$ cat config.mk
export PLATFORM = sky130hd
export DESIGN_NAME = one_wire_bus_master_unit
export DESIGN_NICKNAME = d
export VERILOG_FILES = /design/src/rtl/core/owbm_pkg.sv /design/src/rtl/core/owbm_cfg_regs.sv /design/src/rtl/core/owbm_seq.sv /design/src/rtl/core/one_wire_bus_master_unit.sv
export VERILOG_INCLUDE_DIRS = /design/src /design/src/rtl/core
export SDC_FILE = /design/constraint.sdc
export NUM_CORES = 1
export LEC_CHECK = 0
export ABC_AREA = 1
export BUFFER_PORTS_ARGS = -buffer_cell sky130_fd_sc_hd__buf_2
export CAP_MARGIN = 20
export CELL_PAD_IN_SITES_DETAIL_PLACEMENT = 0
export CELL_PAD_IN_SITES_GLOBAL_PLACEMENT = 1
export CORE_MARGIN = 3
export CORE_UTILIZATION = 41
export CTS_CLUSTER_SIZE = 16
export DETAILED_ROUTE_END_ITERATION = 7
export GPL_ROUTABILITY_DRIVEN = 0
export PLACE_DENSITY_LB_ADDON = 0.1
export SLEW_MARGIN = 40
export SYNTH_ARGS = -nofsm -noshare
export SYNTH_HDL_FRONTEND = slang
export SYNTH_SLANG_ARGS = --single-unit
$ cat constraint.sdc
create_clock -name clk -period 3.6 [get_ports clk]
set_input_delay 0 -clock clk [delete_from_list [all_inputs] [get_ports clk]]
set_output_delay 0 -clock clk [all_outputs]
set_load 0.05 [all_outputs]
$ cat src/rtl/core/assert_macros.svh
// assertion macros shared by the one-wire bus master rtl
// expects clk and rst_n in scope at the point of use

`ifndef ASSERT_MACROS_SVH
`define ASSERT_MACROS_SVH

// same-cycle implication, checked out of reset
`define OWBM_ASSERT_NOW(label, ante, cons) \
    label: assert property (@(posedge clk) disable iff (!rst_n) (ante) |-> (cons)) \
        else $error("owbm assertion failed");

// next-cycle implication, checked out of reset
`define OWBM_ASSERT_NEXT(label, ante, cons) \
    label: assert property (@(posedge clk) disable iff (!rst_n) (ante) |=> (cons)) \
        else $error("owbm assertion failed");

`endif

$ cat src/rtl/core/owbm_pkg.sv
// types and constants of the one-wire bus master
// no dependencies
`timescale 1ns / 1ps

package owbm_pkg;

    // timing register width and count
    localparam int REG_W    = 10;
    localparam int NUM_REGS = 7;

    // command codes
    localparam logic [2:0] CMD_NONE       = 3'd0;
    localparam logic [2:0] CMD_RESET      = 3'd1;
    localparam logic [2:0] CMD_WRITE_BIT  = 3'd2;
    localparam logic [2:0] CMD_READ_BIT   = 3'd3;
    localparam logic [2:0] CMD_WRITE_BYTE = 3'd4;
    localparam logic [2:0] CMD_READ_BYTE  = 3'd5;

    // timing register indexes
    localparam logic [2:0] REG_START_PULSE   = 3'd0;
    localparam logic [2:0] REG_RESET_LOW     = 3'd1;
    localparam logic [2:0] REG_PRESENCE_WAIT = 3'd2;
    localparam logic [2:0] REG_RESET_TAIL    = 3'd3;
    localparam logic [2:0] REG_WRITE_SLOT    = 3'd4;
    localparam logic [2:0] REG_READ_SAMPLE   = 3'd5;
    localparam logic [2:0] REG_READ_TAIL     = 3'd6;

    // timing register reset values in microseconds
    localparam logic [REG_W-1:0] RST_START_PULSE   = 10'd1;
    localparam logic [REG_W-1:0] RST_RESET_LOW     = 10'd480;
    localparam logic [REG_W-1:0] RST_PRESENCE_WAIT = 10'd60;
    localparam logic [REG_W-1:0] RST_RESET_TAIL    = 10'd420;
    localparam logic [REG_W-1:0] RST_WRITE_SLOT    = 10'd60;
    localparam logic [REG_W-1:0] RST_READ_SAMPLE   = 10'd14;
    localparam logic [REG_W-1:0] RST_READ_TAIL     = 10'd45;

    // one tick with its optional command
    typedef struct packed {
        logic [2:0] command;
        logic [7:0] data_byte;
        logic       line_level;
    } cmd_word_t;

    // one tick of bus drive and status
    typedef struct packed {
        logic       drive_low;
        logic       busy_res;
        logic       done_res;
        logic [7:0] read_data;
        logic       no_presence;
        logic       rejected;
    } res_word_t;

    // slot timings as written
    typedef struct packed {
        logic [REG_W-1:0] start_pulse_time;
        logic [REG_W-1:0] reset_low_time;
        logic [REG_W-1:0] presence_wait_time;
        logic [REG_W-1:0] reset_tail_time;
        logic [REG_W-1:0] write_slot_time;
        logic [REG_W-1:0] read_sample_time;
        logic [REG_W-1:0] read_tail_time;
    } timing_cfg_t;

endpackage

$ cat src/rtl/core/owbm_cfg_regs.sv
// slot timing register file of the one-wire bus master
// depends on owbm_pkg
`timescale 1ns / 1ps

module owbm_cfg_regs
    import owbm_pkg::*;
(
    input  logic             clk,
    input  logic             rst_n,
    input  logic             wr_en,
    input  logic [2:0]       wr_index,
    input  logic [REG_W-1:0] wr_data,
    output timing_cfg_t      timing
);

    timing_cfg_t timing_reg;
    timing_cfg_t timing_next;

    // decode the write, indexes past the list are dropped
    always_comb
    begin
        timing_next = timing_reg;
        if (wr_en)
        begin
            case (wr_index)
                REG_START_PULSE:   timing_next.start_pulse_time   = wr_data;
                REG_RESET_LOW:     timing_next.reset_low_time     = wr_data;
                REG_PRESENCE_WAIT: timing_next.presence_wait_time = wr_data;
                REG_RESET_TAIL:    timing_next.reset_tail_time    = wr_data;
                REG_WRITE_SLOT:    timing_next.write_slot_time    = wr_data;
                REG_READ_SAMPLE:   timing_next.read_sample_time   = wr_data;
                REG_READ_TAIL:     timing_next.read_tail_time     = wr_data;
                default:           timing_next = timing_reg;
            endcase
        end
    end

    always_ff @(posedge clk or negedge rst_n)
    begin
        if (!rst_n)
        begin
            timing_reg.start_pulse_time   <= RST_START_PULSE;
            timing_reg.reset_low_time     <= RST_RESET_LOW;
            timing_reg.presence_wait_time <= RST_PRESENCE_WAIT;
            timing_reg.reset_tail_time    <= RST_RESET_TAIL;
            timing_reg.write_slot_time    <= RST_WRITE_SLOT;
            timing_reg.read_sample_time   <= RST_READ_SAMPLE;
            timing_reg.read_tail_time     <= RST_READ_TAIL;
        end
        else
        begin
            timing_reg <= timing_next;
        end
    end

    assign timing = timing_reg;

endmodule

$ cat src/rtl/core/owbm_seq.sv
// slot sequencer of the one-wire bus master: phase, timer, bit and shift state
// depends on owbm_pkg
`timescale 1ns / 1ps

module owbm_seq
    import owbm_pkg::*;
#(
    parameter int TIMER_BITS = 10
)
(
    input  logic        clk,
    input  logic        rst_n,
    input  logic        step,
    input  cmd_word_t   cmd,
    input  timing_cfg_t timing,
    output res_word_t   res
);

    // phase codes
    localparam logic [3:0] PH_IDLE     = 4'd0;
    localparam logic [3:0] PH_RST_LOW  = 4'd1;
    localparam logic [3:0] PH_RST_WAIT = 4'd2;
    localparam logic [3:0] PH_RST_TAIL = 4'd3;
    localparam logic [3:0] PH_WR_START = 4'd4;
    localparam logic [3:0] PH_WR_SLOT  = 4'd5;
    localparam logic [3:0] PH_RD_START = 4'd6;
    localparam logic [3:0] PH_RD_WAIT  = 4'd7;
    localparam logic [3:0] PH_RD_TAIL  = 4'd8;

    localparam int DW = (TIMER_BITS > REG_W) ? TIMER_BITS : REG_W;
    localparam logic [DW-1:0] TMAX_W = DW'((64'd1 << TIMER_BITS) - 64'd1);
    localparam logic [TIMER_BITS-1:0] TMAX = '1;

    // zero acts as one, values past the timer range are cut to it
    function automatic logic [TIMER_BITS-1:0] clamp_dur(input logic [REG_W-1:0] r);
        logic [DW-1:0] d;
        d = DW'(r);
        if (d == '0)
            d = DW'(1);
        if (d > TMAX_W)
            d = TMAX_W;
        return d[TIMER_BITS-1:0];
    endfunction

    logic [3:0]            phase_reg, phase_next;
    logic [TIMER_BITS-1:0] tc_reg, tc_next;
    logic [2:0]            bit_reg, bit_next;
    logic [7:0]            shift_reg, shift_next;
    logic                  byte_reg, byte_next;
    logic                  pres_reg, pres_next;
    logic [7:0]            latch_reg, latch_next;

    logic                  cmd_ok;
    logic                  drive, busy, done, rej;
    logic [TIMER_BITS-1:0] dur;
    logic [TIMER_BITS-1:0] tc_inc;

    // one tick of the sequencer
    always_comb
    begin
        phase_next = phase_reg;
        tc_next    = tc_reg;
        bit_next   = bit_reg;
        shift_next = shift_reg;
        byte_next  = byte_reg;
        pres_next  = pres_reg;
        latch_next = latch_reg;
        drive      = 1'b0;
        busy       = 1'b0;
        done       = 1'b0;
        rej        = 1'b0;
        dur        = clamp_dur(timing.start_pulse_time);
        tc_inc     = tc_reg;
        cmd_ok     = cmd.command inside {[CMD_RESET:CMD_READ_BYTE]};

        // command start or rejection
        if (phase_reg == PH_IDLE)
        begin
            if (cmd_ok)
            begin
                tc_next  = '0;
                bit_next = '0;
                case (cmd.command)
                    CMD_RESET:
                    begin
                        phase_next = PH_RST_LOW;
                    end
                    CMD_WRITE_BIT:
                    begin
                        byte_next  = 1'b0;
                        shift_next = {7'd0, cmd.data_byte[0]};
                        phase_next = PH_WR_START;
                    end
                    CMD_READ_BIT:
                    begin
                        byte_next  = 1'b0;
                        shift_next = '0;
                        phase_next = PH_RD_START;
                    end
                    CMD_WRITE_BYTE:
                    begin
                        byte_next  = 1'b1;
                        shift_next = cmd.data_byte;
                        phase_next = PH_WR_START;
                    end
                    default:
                    begin
                        byte_next  = 1'b1;
                        shift_next = '0;
                        phase_next = PH_RD_START;
                    end
                endcase
            end
        end
        else if (cmd_ok)
        begin
            rej = 1'b1;
        end

        // drive, duration and phase advance
        if (phase_next != PH_IDLE)
        begin
            busy = 1'b1;
            case (phase_next)
                PH_RST_LOW:  begin drive = 1'b1; dur = clamp_dur(timing.reset_low_time); end
                PH_RST_WAIT: begin drive = 1'b0; dur = clamp_dur(timing.presence_wait_time); end
                PH_RST_TAIL: begin drive = 1'b0; dur = clamp_dur(timing.reset_tail_time); end
                PH_WR_START: begin drive = 1'b1; dur = clamp_dur(timing.start_pulse_time); end
                PH_WR_SLOT:  begin drive = ~shift_next[0]; dur = clamp_dur(timing.write_slot_time); end
                PH_RD_START: begin drive = 1'b1; dur = clamp_dur(timing.start_pulse_time); end
                PH_RD_WAIT:  begin drive = 1'b0; dur = clamp_dur(timing.read_sample_time); end
                default:     begin drive = 1'b0; dur = clamp_dur(timing.read_tail_time); end
            endcase

            tc_inc = (tc_next < TMAX) ? tc_next + 1'b1 : tc_next;
            if (tc_inc >= dur)
            begin
                tc_next = '0;
                case (phase_next)
                    PH_RST_LOW:  phase_next = PH_RST_WAIT;
                    PH_RST_WAIT:
                    begin
                        pres_next  = cmd.line_level;
                        phase_next = PH_RST_TAIL;
                    end
                    PH_RST_TAIL:
                    begin
                        phase_next = PH_IDLE;
                        done       = 1'b1;
                    end
                    PH_WR_START: phase_next = PH_WR_SLOT;
                    PH_WR_SLOT:
                    begin
                        // next bit of a byte, or end of the write
                        if (byte_next && bit_next != 3'd7)
                        begin
                            bit_next   = bit_next + 3'd1;
                            shift_next = {1'b0, shift_next[7:1]};
                            phase_next = PH_WR_START;
                        end
                        else
                        begin
                            bit_next   = '0;
                            phase_next = PH_IDLE;
                            done       = 1'b1;
                        end
                    end
                    PH_RD_START: phase_next = PH_RD_WAIT;
                    PH_RD_WAIT:
                    begin
                        // sample the line, lsb first into a byte
                        if (byte_next)
                            shift_next = {cmd.line_level, shift_next[7:1]};
                        else
                            shift_next = {7'd0, cmd.line_level};
                        phase_next = PH_RD_TAIL;
                    end
                    default:
                    begin
                        // next bit of a byte, or end of the read
                        if (byte_next && bit_next != 3'd7)
                        begin
                            bit_next   = bit_next + 3'd1;
                            phase_next = PH_RD_START;
                        end
                        else
                        begin
                            latch_next = shift_next;
                            bit_next   = '0;
                            phase_next = PH_IDLE;
                            done       = 1'b1;
                        end
                    end
                endcase
            end
            else
            begin
                tc_next = tc_inc;
            end
        end
    end

    // sequencer state, updated once per accepted tick
    always_ff @(posedge clk or negedge rst_n)
    begin
        if (!rst_n)
        begin
            phase_reg <= PH_IDLE;
            tc_reg    <= '0;
            bit_reg   <= '0;
            shift_reg <= '0;
            byte_reg  <= 1'b0;
            pres_reg  <= 1'b0;
            latch_reg <= '0;
        end
        else if (step)
        begin
            phase_reg <= phase_next;
            tc_reg    <= tc_next;
            bit_reg   <= bit_next;
            shift_reg <= shift_next;
            byte_reg  <= byte_next;
            pres_reg  <= pres_next;
            latch_reg <= latch_next;
        end
    end

    // result of this tick
    always_comb
    begin
        res.drive_low   = drive;
        res.busy_res    = busy;
        res.done_res    = done;
        res.read_data   = latch_next;
        res.no_presence = pres_next;
        res.rejected    = rej;
    end

endmodule

$ cat src/rtl/core/one_wire_bus_master_unit.sv
// top level of the one-wire bus master: input and result registers around the sequencer
// depends on owbm_pkg, owbm_cfg_regs, owbm_seq and assert_macros.svh
//
//  channel | direction | handshake             | payload
//  cmd     | in        | cmd_valid / cmd_ready | cmd_word (command, data_byte, line_level)
//  res     | out       | res_valid / res_ready | res_word (drive, status, read data)
//  cfg     | in        | cfg_valid / cfg_ready | cfg_index, cfg_data
//
// one word per cycle unless the result register stalls: a tick lands in the input
// register, goes through the combinational sequencer logic and leaves from the result register
// rst_n clears the valid flags and sequencer state and loads the timing registers with their defaults
// a stalled result register holds the input register, which then drops cmd_ready
// cfg_ready is always high, a write takes effect on the next cycle
`timescale 1ns / 1ps

`include "assert_macros.svh"

module one_wire_bus_master_unit
    import owbm_pkg::*;
#(
    parameter int TIMER_BITS = 10
)
(
    input  logic             clk,
    input  logic             rst_n,
    input  logic             cmd_valid,
    output logic             cmd_ready,
    input  cmd_word_t        cmd_word,
    output logic             res_valid,
    input  logic             res_ready,
    output res_word_t        res_word,
    input  logic             cfg_valid,
    output logic             cfg_ready,
    input  logic [2:0]       cfg_index,
    input  logic [REG_W-1:0] cfg_data
);

    logic        in_valid_reg, in_valid_next;
    cmd_word_t   in_word_reg;
    logic        out_valid_reg, out_valid_next;
    res_word_t   out_word_reg;
    logic        step;
    timing_cfg_t timing;
    res_word_t   seq_res;

    // timing registers
    assign cfg_ready = 1'b1;

    owbm_cfg_regs u_cfg
    (
        .clk      (clk),
        .rst_n    (rst_n),
        .wr_en    (cfg_valid),
        .wr_index (cfg_index),
        .wr_data  (cfg_data),
        .timing   (timing)
    );

    // sequencer
    owbm_seq #(
        .TIMER_BITS (TIMER_BITS)
    ) u_seq
    (
        .clk    (clk),
        .rst_n  (rst_n),
        .step   (step),
        .cmd    (in_word_reg),
        .timing (timing),
        .res    (seq_res)
    );

    // pipeline handshake
    assign step      = in_valid_reg && (!out_valid_reg || res_ready);
    assign cmd_ready = !in_valid_reg || step;

    always_comb
    begin
        in_valid_next = in_valid_reg;
        if (cmd_valid && cmd_ready)
            in_valid_next = 1'b1;
        else if (step)
            in_valid_next = 1'b0;

        out_valid_next = out_valid_reg;
        if (step)
            out_valid_next = 1'b1;
        else if (res_ready)
            out_valid_next = 1'b0;
    end

    always_ff @(posedge clk or negedge rst_n)
    begin
        if (!rst_n)
        begin
            in_valid_reg  <= 1'b0;
            out_valid_reg <= 1'b0;
        end
        else
        begin
            in_valid_reg  <= in_valid_next;
            out_valid_reg <= out_valid_next;
        end
    end

    // payload registers
    always_ff @(posedge clk)
    begin
        if (cmd_valid && cmd_ready)
            in_word_reg <= cmd_word;
        if (step)
            out_word_reg <= seq_res;
    end

    assign res_valid = out_valid_reg;
    assign res_word  = out_word_reg;

    // checks
    `OWBM_ASSERT_NOW(a_stall_only_on_full_out, !cmd_ready, res_valid && !res_ready)
    `OWBM_ASSERT_NOW(a_result_from_input, $rose(res_valid), $past(in_valid_reg))
    `OWBM_ASSERT_NOW(a_reject_while_busy, res_valid && res_word.rejected, res_word.busy_res)

endmodule

==> summary.md, run 1 <==
| Metric | Value |
|---|---|
| Internal power consumption | `4.62 mW` |
| Synthesized net count | `974` |
| Type of the tightest min-delay check | `in -> reg` |
| Die extent in y | `around 140 µm` |
| Synth area leader | `sky130_fd_sc_hd__dfrtp_1` |
| Critical path's largest stage delay | `0.47 ns` |
| Average cell area after synthesis | `7.76 µm²` |
| Number of distinct library cells after synthesis | `40` |
| Number of nets in the final layout | `1,086` |
| Overall routed net length | `21,100 µm` |
| Synth Flop Type | `sky130_fd_sc_hd__dfrtp_1` |
| Remaining antenna violation count after routing | `0` |
| Final critical-path share of the clock period | `0.939` |
| Worst Setup Slack, final | `0.218 ns` |
| Peak fanout along the critical path | `7` |
| Number of antenna violations at the first check in global routing | `0` |
| Routed vias | `6,504` |
| Hold violation total from the final report | `0` |
| Tightest Pin Transition | `0.669 ns` |
| TritonCTS clock tree | `yes` |
| Outcome | `complete, no violations` |
| Number of max-slew violations in the final report | `0` |
| Layout Area Growth over Synthesis | `26.3%` |
| Part of the power in combinational logic | `0.511` |
| Count of maximum capacitance violations | `0` |
| Die Outline Area | `~19,000 µm²` |
| Grt ovf | `0` |
| # clock sinks | `roughly 130` |
| Highest clock frequency the design can meet | `about 0.30 GHz` |
| Number of top-level pins | `46` |
| Flip-flop count of the largest register, all copies and words added | `70` |
| Critical path startpoint | `in_word_reg[10]$_DFFE_PP_` |
| CORE AREA | `16,900 µm²` |
| PD cells | `911 nW/µm²` |
| CTS clock-pin slew for the worst setup and hold paths | `0.07 ns` |
| Switching share of total power | `0.444` |
| Total half-perimeter wirelength after legalization and detailed placement | `between 10,000 and 15,000 µm` |
| Post-synth top area share | `0.287` |
| Headroom to the max-slew limit | `0.553` |
| Post-synth EDFFs | `25` |
| Most used cell along the critical path | `sky130_fd_sc_hd__nand2_1` |
| Num CTS Buffers | `17` |
| Sort of element at the end of the critical path | `flop` |
| Average routed wire per standard cell | `16.5 µm` |
| Skew final | `0.0130 ns` |
| Clock power share | `0.216` |
| Synthesis-stage register bit count | `132` |
| Worst IR drop on VDD | `about 460 µV` |
| Via count of the first global-routing pass | `slightly above 6,000` |
| Worst slack at placement | `-0.0177 ns` |
| Global Route Usage Sum | `0.220` |
| Cell chain of the critical path | `nor2_2 -> nand2_2 -> nand3_4 -> nand2_2 -> inv_1 -> ha_2 -> nand2_1 -> nor2_4 -> nand3_4 -> buf_6 -> nand2_1 -> nand2_1 -> ha_1 -> o21ai_1 -> nand2_1 -> nand2_1 -> nand3_4 -> nand2_4 -> nor2_8 -> buf_6 -> nand2_1 -> nand2_1` |
| Clock latency on the worst-skew pair | `0.43 ns` |
| Total standard cell area after synthesis | `7230 µm²` |
| Kind of start point of the critical path | `flop` |
| Total setup violations reported at the end of the flow | `0` |
| Number of antenna diodes | `0` |
| Crit path arrival time | `3.55 ns` |
| PortBufs | `44` |
| Number of levels in the clock H-tree | `4` |
| Total of warnings raised by yosys | `0` |
| Type of the worst setup path | `reg -> reg` |
| Part of the total power dissipated in sequential elements | `0.273` |
| Switching power of the nets | `3.69 mW` |
| Total power draw | `between 8 and 9 mW` |
| Count of mapped cells out of synthesis | `about 930` |
| Number of optimization iterations in the first detailed-route pass | `5` |
| First DRT Iteration DRCs | `479` |
| Highest-delay cell along the critical path | `sky130_fd_sc_hd__edfxtp_1` |
| Async SR Flop Fraction | `0.811` |
| Hold wc startpoint | `cfg_data[0]` |
| Leak | `4.41 nW` |
| Number of fill cells in the layout | `1,618` |
| Fraction of layout instances using a drive strength above 1 | `0.234` |
| Fin crit period | `3.38 ns` |
| Top cells by area, synth | `sky130_fd_sc_hd__dfrtp_1 29%, sky130_fd_sc_hd__nand2_1 15%, sky130_fd_sc_hd__edfxtp_1 10%` |
| Die W | `139 µm` |
| Cell chosen for the clock root | `sky130_fd_sc_hd__clkbuf_16` |
| Clk buf depth | `2` |
| Part of the Yosys area used for sequential elements | `0.478` |
| Largest net degree at the start of global routing | `between 50 and 60` |
| Initial standard-cell utilization of the core | `0.427` |
| Setup repair after global routing missed its margin | `yes` |
| Post-detailed-route DRC marker count | `0` |
| First-pass GRT wire length | `around 34,000 µm` |
| Cell row count | `47` |
| Number of vias per cell after detailed routing | `5.10` |
| Worst flop-to-flop path startpoint | `in_word_reg[10]$_DFFE_PP_` |
| Required time at the worst-slack endpoint | `3.77 ns` |
-- cell usage after synthesis (5+ instances only) --
master / count
sky130_fd_sc_hd__nand2_2: 9
sky130_fd_sc_hd__edfxtp_1: 25
sky130_fd_sc_hd__clkbuf_1: 22
sky130_fd_sc_hd__dfrtp_1: 83
sky130_fd_sc_hd__a21oi_1: 34
sky130_fd_sc_hd__a31oi_1: 5
sky130_fd_sc_hd__or2_2: 6
sky130_fd_sc_hd__nand3_1: 60
sky130_fd_sc_hd__nor2_4: 5
sky130_fd_sc_hd__inv_1: 97
sky130_fd_sc_hd__nand4_1: 10
sky130_fd_sc_hd__inv_2: 8
sky130_fd_sc_hd__nor4_1: 10
sky130_fd_sc_hd__o22ai_1: 10
sky130_fd_sc_hd__nor2_2: 11
sky130_fd_sc_hd__nand2_1: 281
sky130_fd_sc_hd__nor2_1: 66
sky130_fd_sc_hd__buf_4: 5
sky130_fd_sc_hd__o21ai_0: 107
sky130_fd_sc_hd__ha_1: 13
sky130_fd_sc_hd__dfstp_2: 24
-- cell families after synthesis --
group / count (synthesis) / synth area share
buffers and inverters: 139 / 0.0779
xor gates and xnor gates: 3 / 0.00364
adders and majority gates: 13 / 0.0225
and+or+nand+nor: 474 / 0.293
DFF: 132 / 0.478
other: 1 / 0.000519
AOI/OAI and AO/OA: 169 / 0.124
-- critical path: cells and delay by family (launching register included) --
kind	cells	cell delay, ns
adders and majority gates	2	0.48
DFF	1	0.47
buffers and inverters	3	0.38
and+or+nand+nor	16	1.67
AOI/OAI and AO/OA	1	0.13
-- cell type report --
cell class	instances	area, µm²	share of cell area
Sequential cell	132	3460	0.379
Multi-Input combinational cell	660	3450	0.378
Timing Repair Buffer	126	928	0.102
Clock buffer	17	425	0.0466
Inverter	106	410	0.0450
Tap cell	220	275	0.0302
Clock inverter	15	178	0.0195
-- through the flow --
stage	std cells	util	hold slack [ns]	cell area (µm²)	TNS, ns
floorplan	931	-	-0.296	7230	0
global placement	1201	0.465	0.139	7880	0
detailed placement	1201	0.465	0.133	7880	-0.0458
CTS	1256	0.514	0.0169	8710	-0.0669
global route	1276	0.539	0.0331	9130	-1.04
finish	1276	0.539	0.0252	9130	0
-- repair_timing --
item,CTS,global route
endpoints found under the setup margin,12,42
gates cloned,0,1
gates resized for setup,0,62
hold buffers,21,0
buffers inserted,2,19
pin swaps,0,29
endpoints found under the hold margin,82,0
-- path summary, 6_finish.rpt --
| path | slack (ns) | endpoint | cells after the start |
|---|---|---|---|
| worst max-delay path | 0.22 | res_word[9]$_DFFE_PP_ | 22 |
| worst min-delay path | 0.03 | u_cfg.timing[60]$_DFFE_PN1P_ | 3 |
| worst max register to register | 0.22 | res_word[9]$_DFFE_PP_ | 22 |
| worst min register to register | 0.48 | u_seq.latch_reg[6]$_DFFE_PN0P_ | 2 |
| max in group asynchronous | 2.72 | u_cfg.timing[58]$_DFFE_PN1P_ | 3 |
| min in group asynchronous | 0.12 | u_seq.latch_reg[3]$_DFFE_PN0P_ | 2 |
-- power by group through the flow --
stage	combinational [mW]	clock [mW]	sequential [mW]
after floorplan	2.37	0	2.40
after global placement	3.68	0	2.28
after detailed placement	3.69	0	2.28
after CTS	3.73	1.83	2.26
after global routing	4.76	1.90	2.32
final	4.25	1.80	2.27
-- cell usage in the layout, fill, tap and decap left out, types with 25 or more instances in the layout --
| master | n |
|---|---|
| sky130_fd_sc_hd__nor2_1 | 64 |
| sky130_fd_sc_hd__nand2_1 | 272 |
| sky130_fd_sc_hd__buf_4 | 55 |
| sky130_fd_sc_hd__dfrtp_1 | 83 |
| sky130_fd_sc_hd__edfxtp_1 | 25 |
| sky130_fd_sc_hd__buf_2 | 44 |
| sky130_fd_sc_hd__a21oi_1 | 31 |
| sky130_fd_sc_hd__inv_1 | 95 |
| sky130_fd_sc_hd__o21ai_0 | 101 |
| sky130_fd_sc_hd__nand3_1 | 50 |
-- routing by layer --
| metal | wire [µm] | global-route usage | vias up |
|---|---|---|---|
| met4 | 302 | 0.0541 | 0 |
| met3 | 801 | 0.0400 | 18 |
| met2 | 10100 | 0.358 | 164 |
| met1 | 9890 | 0.306 | 3055 |
| li1 | - | - | 3267 |
| met5 | 0 | 0 | - |
No activity file was read; power rests on OpenSTA's default activity.
==> run 2, diff against run 1 <==
--- a/config.mk
+++ b/config.mk
@@ -11,7 +11,6 @@
 export CAP_MARGIN = 20
 export CELL_PAD_IN_SITES_DETAIL_PLACEMENT = 0
 export CELL_PAD_IN_SITES_GLOBAL_PLACEMENT = 1
-export CORE_MARGIN = 3
 export CORE_UTILIZATION = 41
 export CTS_CLUSTER_SIZE = 16
 export DETAILED_ROUTE_END_ITERATION = 7
==> run 2 against run 1 <==
Effect of this change: global-route usage increased by 2.3 points; power decreased by 1.2%; largest cell class unchanged; clock power about the same; largest power group unchanged; highest routed layer unchanged; count of clock-buffer cells in the layout increased by 4; clock skew about the same.
==> summary.md, run 2 (same netlist as run 1, synthesis figures left out) <==
| Metric | Value |
|---|---|
| Outcome | `complete, no violations (unchanged)` |
| Peak fanout along the critical path | `10 (was 7)` |
| Highest-delay cell along the critical path | `sky130_fd_sc_hd__edfxtp_1 (unchanged)` |
| Total half-perimeter wirelength after legalization and detailed placement | `14,500 µm (was 14,600 µm)` |
| Number of antenna violations at the first check in global routing | `0 (unchanged)` |
| Num CTS Buffers | `17 (unchanged)` |
| Fraction of layout instances using a drive strength above 1 | `0.233 (was 0.234)` |
| Number of levels in the clock H-tree | `4 (unchanged)` |
| Top library cells by usage in the layout, fill and taps aside | `269 x sky130_fd_sc_hd__nand2_1, 98 x sky130_fd_sc_hd__o21ai_0, 92 x sky130_fd_sc_hd__inv_1 (was 272 x sky130_fd_sc_hd__nand2_1, 101 x sky130_fd_sc_hd__o21ai_0, 95 x sky130_fd_sc_hd__inv_1)` |
| Grt ovf | `0 (unchanged)` |
| Remaining antenna violation count after routing | `0 (unchanged)` |
| Number of max-slew violations in the final report | `0 (unchanged)` |
| Number of optimization iterations in the first detailed-route pass | `4 (was 5)` |
| Most used cell along the critical path | `sky130_fd_sc_hd__nand2_1 (unchanged)` |
| Hold violation total from the final report | `0 (unchanged)` |
| Fin crit period | `3.41 ns (was 3.38 ns)` |
| Die W | `135 µm (was 139 µm)` |
| Worst Setup Slack, final | `0.191 ns (was 0.218 ns)` |
| Final critical-path share of the clock period | `0.947 (was 0.939)` |
| First-pass GRT wire length | `33,500 µm (was 33,700 µm)` |
| Highest clock frequency the design can meet | `0.293 GHz (was 0.296 GHz)` |
| Total setup violations reported at the end of the flow | `0 (unchanged)` |
| Number of top-level pins | `46 (unchanged)` |
| Share of the core filled with cells | `0.526 (was 0.539)` |
| Required time at the worst-slack endpoint | `3.96 ns (was 3.77 ns)` |
| PortBufs | `44 (unchanged)` |
| Cell row count | `48 (was 47)` |
| Number of nets in the final layout | `1,077 (was 1,086)` |
| Clock latency on the worst-skew pair | `0.43 ns (about the same)` |
| Average routed wire per standard cell | `16.5 µm (about the same)` |
| FF-to-FF path depth | `20 (was 22)` |
| Count of maximum capacitance violations | `0 (unchanged)` |
| Post-detailed-route DRC marker count | `0 (unchanged)` |
| Leading cell type in the layout, fill and taps excluded | `sky130_fd_sc_hd__nand2_1 (unchanged)` |
| Critical path startpoint | `in_word_reg[10]$_DFFE_PP_ (unchanged)` |
| Cell chain of the critical path | `nor2_2 -> nand2_2 -> nand3_4 -> buf_4 -> nand2_1 -> nor2_2 -> nand3_4 -> nand3_1 -> ha_1 -> nand2_1 -> o21ai_0 -> nor2_1 -> nand3_4 -> buf_4 -> nor2_2 -> buf_6 -> nand3_1 -> nand2_1 -> nand2_1 -> nand2_1 (was nor2_2 -> nand2_2 -> nand3_4 -> nand2_2 -> inv_1 -> ha_2 -> nand2_1 -> nor2_4 -> nand3_4 -> buf_6 -> nand2_1 -> nand2_1 -> ha_1 -> o21ai_1 -> nand2_1 -> nand2_1 -> nand3_4 -> nand2_4 -> nor2_8 -> buf_6 -> nand2_1 -> nand2_1)` |
| Critical path's largest stage delay | `0.46 ns (was 0.47 ns)` |
| First DRT Iteration DRCs | `438 (was 479)` |
| Global Route Usage Sum | `0.243 (was 0.220)` |
| Fin Hold WS | `0.0225 ns (was 0.0252 ns)` |
| CORE AREA | `17,200 µm² (was 16,900 µm²)` |
| Cell depth of the worst min-delay path | `3 (unchanged)` |
| Worst-case register-to-register setup slack | `0.19 ns (was 0.22 ns)` |
| Cells after DPL | `1,203 (was 1,201)` |
| Headroom to the max-slew limit | `0.534 (was 0.553)` |
| Sort of element at the end of the critical path | `flop (unchanged)` |
| Hold wc startpoint | `cfg_data[9] (was cfg_data[0])` |
| Largest net degree at the start of global routing | `73 (was 55)` |
| Crit path arrival time | `3.77 ns (was 3.55 ns)` |
| Number of antenna diodes | `0 (unchanged)` |
| Via count of the first global-routing pass | `6,190 (was 6,178)` |
| Layout Area Growth over Synthesis | `25.4% (was 26.3%)` |
| Worst flop-to-flop path startpoint | `in_word_reg[10]$_DFFE_PP_ (unchanged)` |
| Number of vias per cell after detailed routing | `5.04 (was 5.10)` |
| Type of the tightest min-delay check | `in -> reg (unchanged)` |
| Clk buf depth | `2 (unchanged)` |
| Cell chosen for the clock root | `sky130_fd_sc_hd__clkbuf_16 (unchanged)` |
| Die extent in y | `135 µm (was 139 µm)` |
| Number of standard cells in the layout, taps in and fillers out | `1,272 (was 1,276)` |
| # clock sinks | `132 (unchanged)` |
| Routed vias | `6,414 (was 6,504)` |
| Worst slack at placement | `-0.0861 ns (was -0.0177 ns)` |
| Leak | `4.34 nW (was 4.41 nW)` |
| Kind of start point of the critical path | `flop (unchanged)` |
| Hold endpoint | `u_cfg.timing[29]$_DFFE_PN0P_ (was u_cfg.timing[60]$_DFFE_PN1P_)` |
| CTS clock-pin slew for the worst setup and hold paths | `0.06 ns (was 0.07 ns)` |
| Die Outline Area | `18,200 µm² (was 19,300 µm²)` |
| Skew final | `0.0130 ns (about the same)` |
| Endpoint of the worst register-to-register path | `u_seq.tc_reg[0]$_DFFE_PN0P_ (was res_word[9]$_DFFE_PP_)` |
| TritonCTS clock tree | `yes (unchanged)` |
| Buffers plus inverters on the worst setup path | `3 (unchanged)` |
| Type of the worst setup path | `reg -> reg (unchanged)` |
| Flip-flop count of the largest register, all copies and words added | `70 (unchanged)` |
| Gate family responsible for the most delay along the worst path | `simple AND/OR/NAND/NOR gates (unchanged)` |
| Overall routed net length | `21,000 µm (was 21,100 µm)` |
| PD cells | `906 nW/µm² (was 911 nW/µm²)` |
| Tightest Pin Transition | `0.699 ns (was 0.669 ns)` |
| Worst IR drop on VDD | `478 µV (was 457 µV)` |
| TNS Setup | `0 ns (unchanged)` |
| Initial standard-cell utilization of the core | `0.419 (was 0.427)` |
[run 2: changes by cell type in the layout (fill, tap and decap cells not counted), moves of 4 or more]
cell	delta
sky130_fd_sc_hd__buf_4	-11
sky130_fd_sc_hd__inv_8	-7
sky130_fd_sc_hd__inv_2	+5
sky130_fd_sc_hd__nand3_1	+5
sky130_fd_sc_hd__nand3_2	-5
sky130_fd_sc_hd__nor2_2	+5
sky130_fd_sc_hd__ha_4	-4
sky130_fd_sc_hd__inv_6	-4
[run 2: report_power, final]
part           total [mW]  switching, mW  leakage [nW]  internal (mW)
registers            2.28          0.280          1.53           2.00
clock network        1.82          0.664         0.307           1.15
logic                4.12           2.60          2.50           1.52
[run 2: routing by layer]
layer	global-route usage	wire length, µm	vias up
met3	0.0394	648	39
met1	0.328	9940	2994
li1	-	-	3250
met4	0.0943	531	0
met2	0.392	9840	131
met5	0	0	-
[run 2: final cells by class]
type,instances,area (µm²)
Sequential cell,132,3460
Inverter,106,404
Clock inverter,11,148
Fill cell,1654,8180
Timing Repair Buffer,115,847
Clock buffer,21,472
Tap cell,225,282
Multi-Input combinational cell,662,3450
[run 2: worst max-delay path by stage]
stage | cells past startpoint | slack [ns] | end
after floorplan | 23 | 0.18 | u_seq.shift_reg[0]$_DFFE_PN0P_
after global placement | 22 | -0.05 | res_word[1]$_DFFE_PP_
after detailed placement | 21 | -0.09 | res_word[1]$_DFFE_PP_
after CTS | 23 | 0.04 | res_word[1]$_DFFE_PP_
after global routing | 23 | -0.03 | u_seq.latch_reg[1]$_DFFE_PN0P_
final | 20 | 0.19 | u_seq.tc_reg[0]$_DFFE_PN0P_
[run 2: what timing repair did]
action                                  in CTS  in global routing
endpoints found under the hold margin       87                  0
pin swaps                                    0                 30
endpoints found under the setup margin      32                 43
gates resized for setup                      3                 69
buffers inserted                             0                 14
cloned                                       0                  2
hold buffers                                21                  0
[run 2: worst reg2reg max path: stages (launching register included)]
cell	delay (ns)
sky130_fd_sc_hd__edfxtp_1	0.46
sky130_fd_sc_hd__nor2_2	0.20
sky130_fd_sc_hd__nand2_2	0.10
sky130_fd_sc_hd__nand3_4	0.13
sky130_fd_sc_hd__buf_4	0.21
sky130_fd_sc_hd__nand2_1	0.13
sky130_fd_sc_hd__nor2_2	0.32
sky130_fd_sc_hd__nand3_4	0.15
sky130_fd_sc_hd__nand3_1	0.18
sky130_fd_sc_hd__ha_1	0.28
sky130_fd_sc_hd__nand2_1	0.07
sky130_fd_sc_hd__o21ai_0	0.08
sky130_fd_sc_hd__nor2_1	0.20
sky130_fd_sc_hd__nand3_4	0.14
sky130_fd_sc_hd__buf_4	0.16
sky130_fd_sc_hd__nor2_2	0.13
sky130_fd_sc_hd__buf_6	0.14
sky130_fd_sc_hd__nand3_1	0.08
sky130_fd_sc_hd__nand2_1	0.06
sky130_fd_sc_hd__nand2_1	0.04
sky130_fd_sc_hd__nand2_1	0.07
[run 2: metrics by stage]
step / total power [mW] / area [µm²]
final: 8.21 / 9060
after global routing: 8.84 / 9060
after CTS: 7.83 / 8700
after detailed placement: 5.94 / 7860
after global placement: 5.93 / 7850
after floorplan: 4.76 / 7230
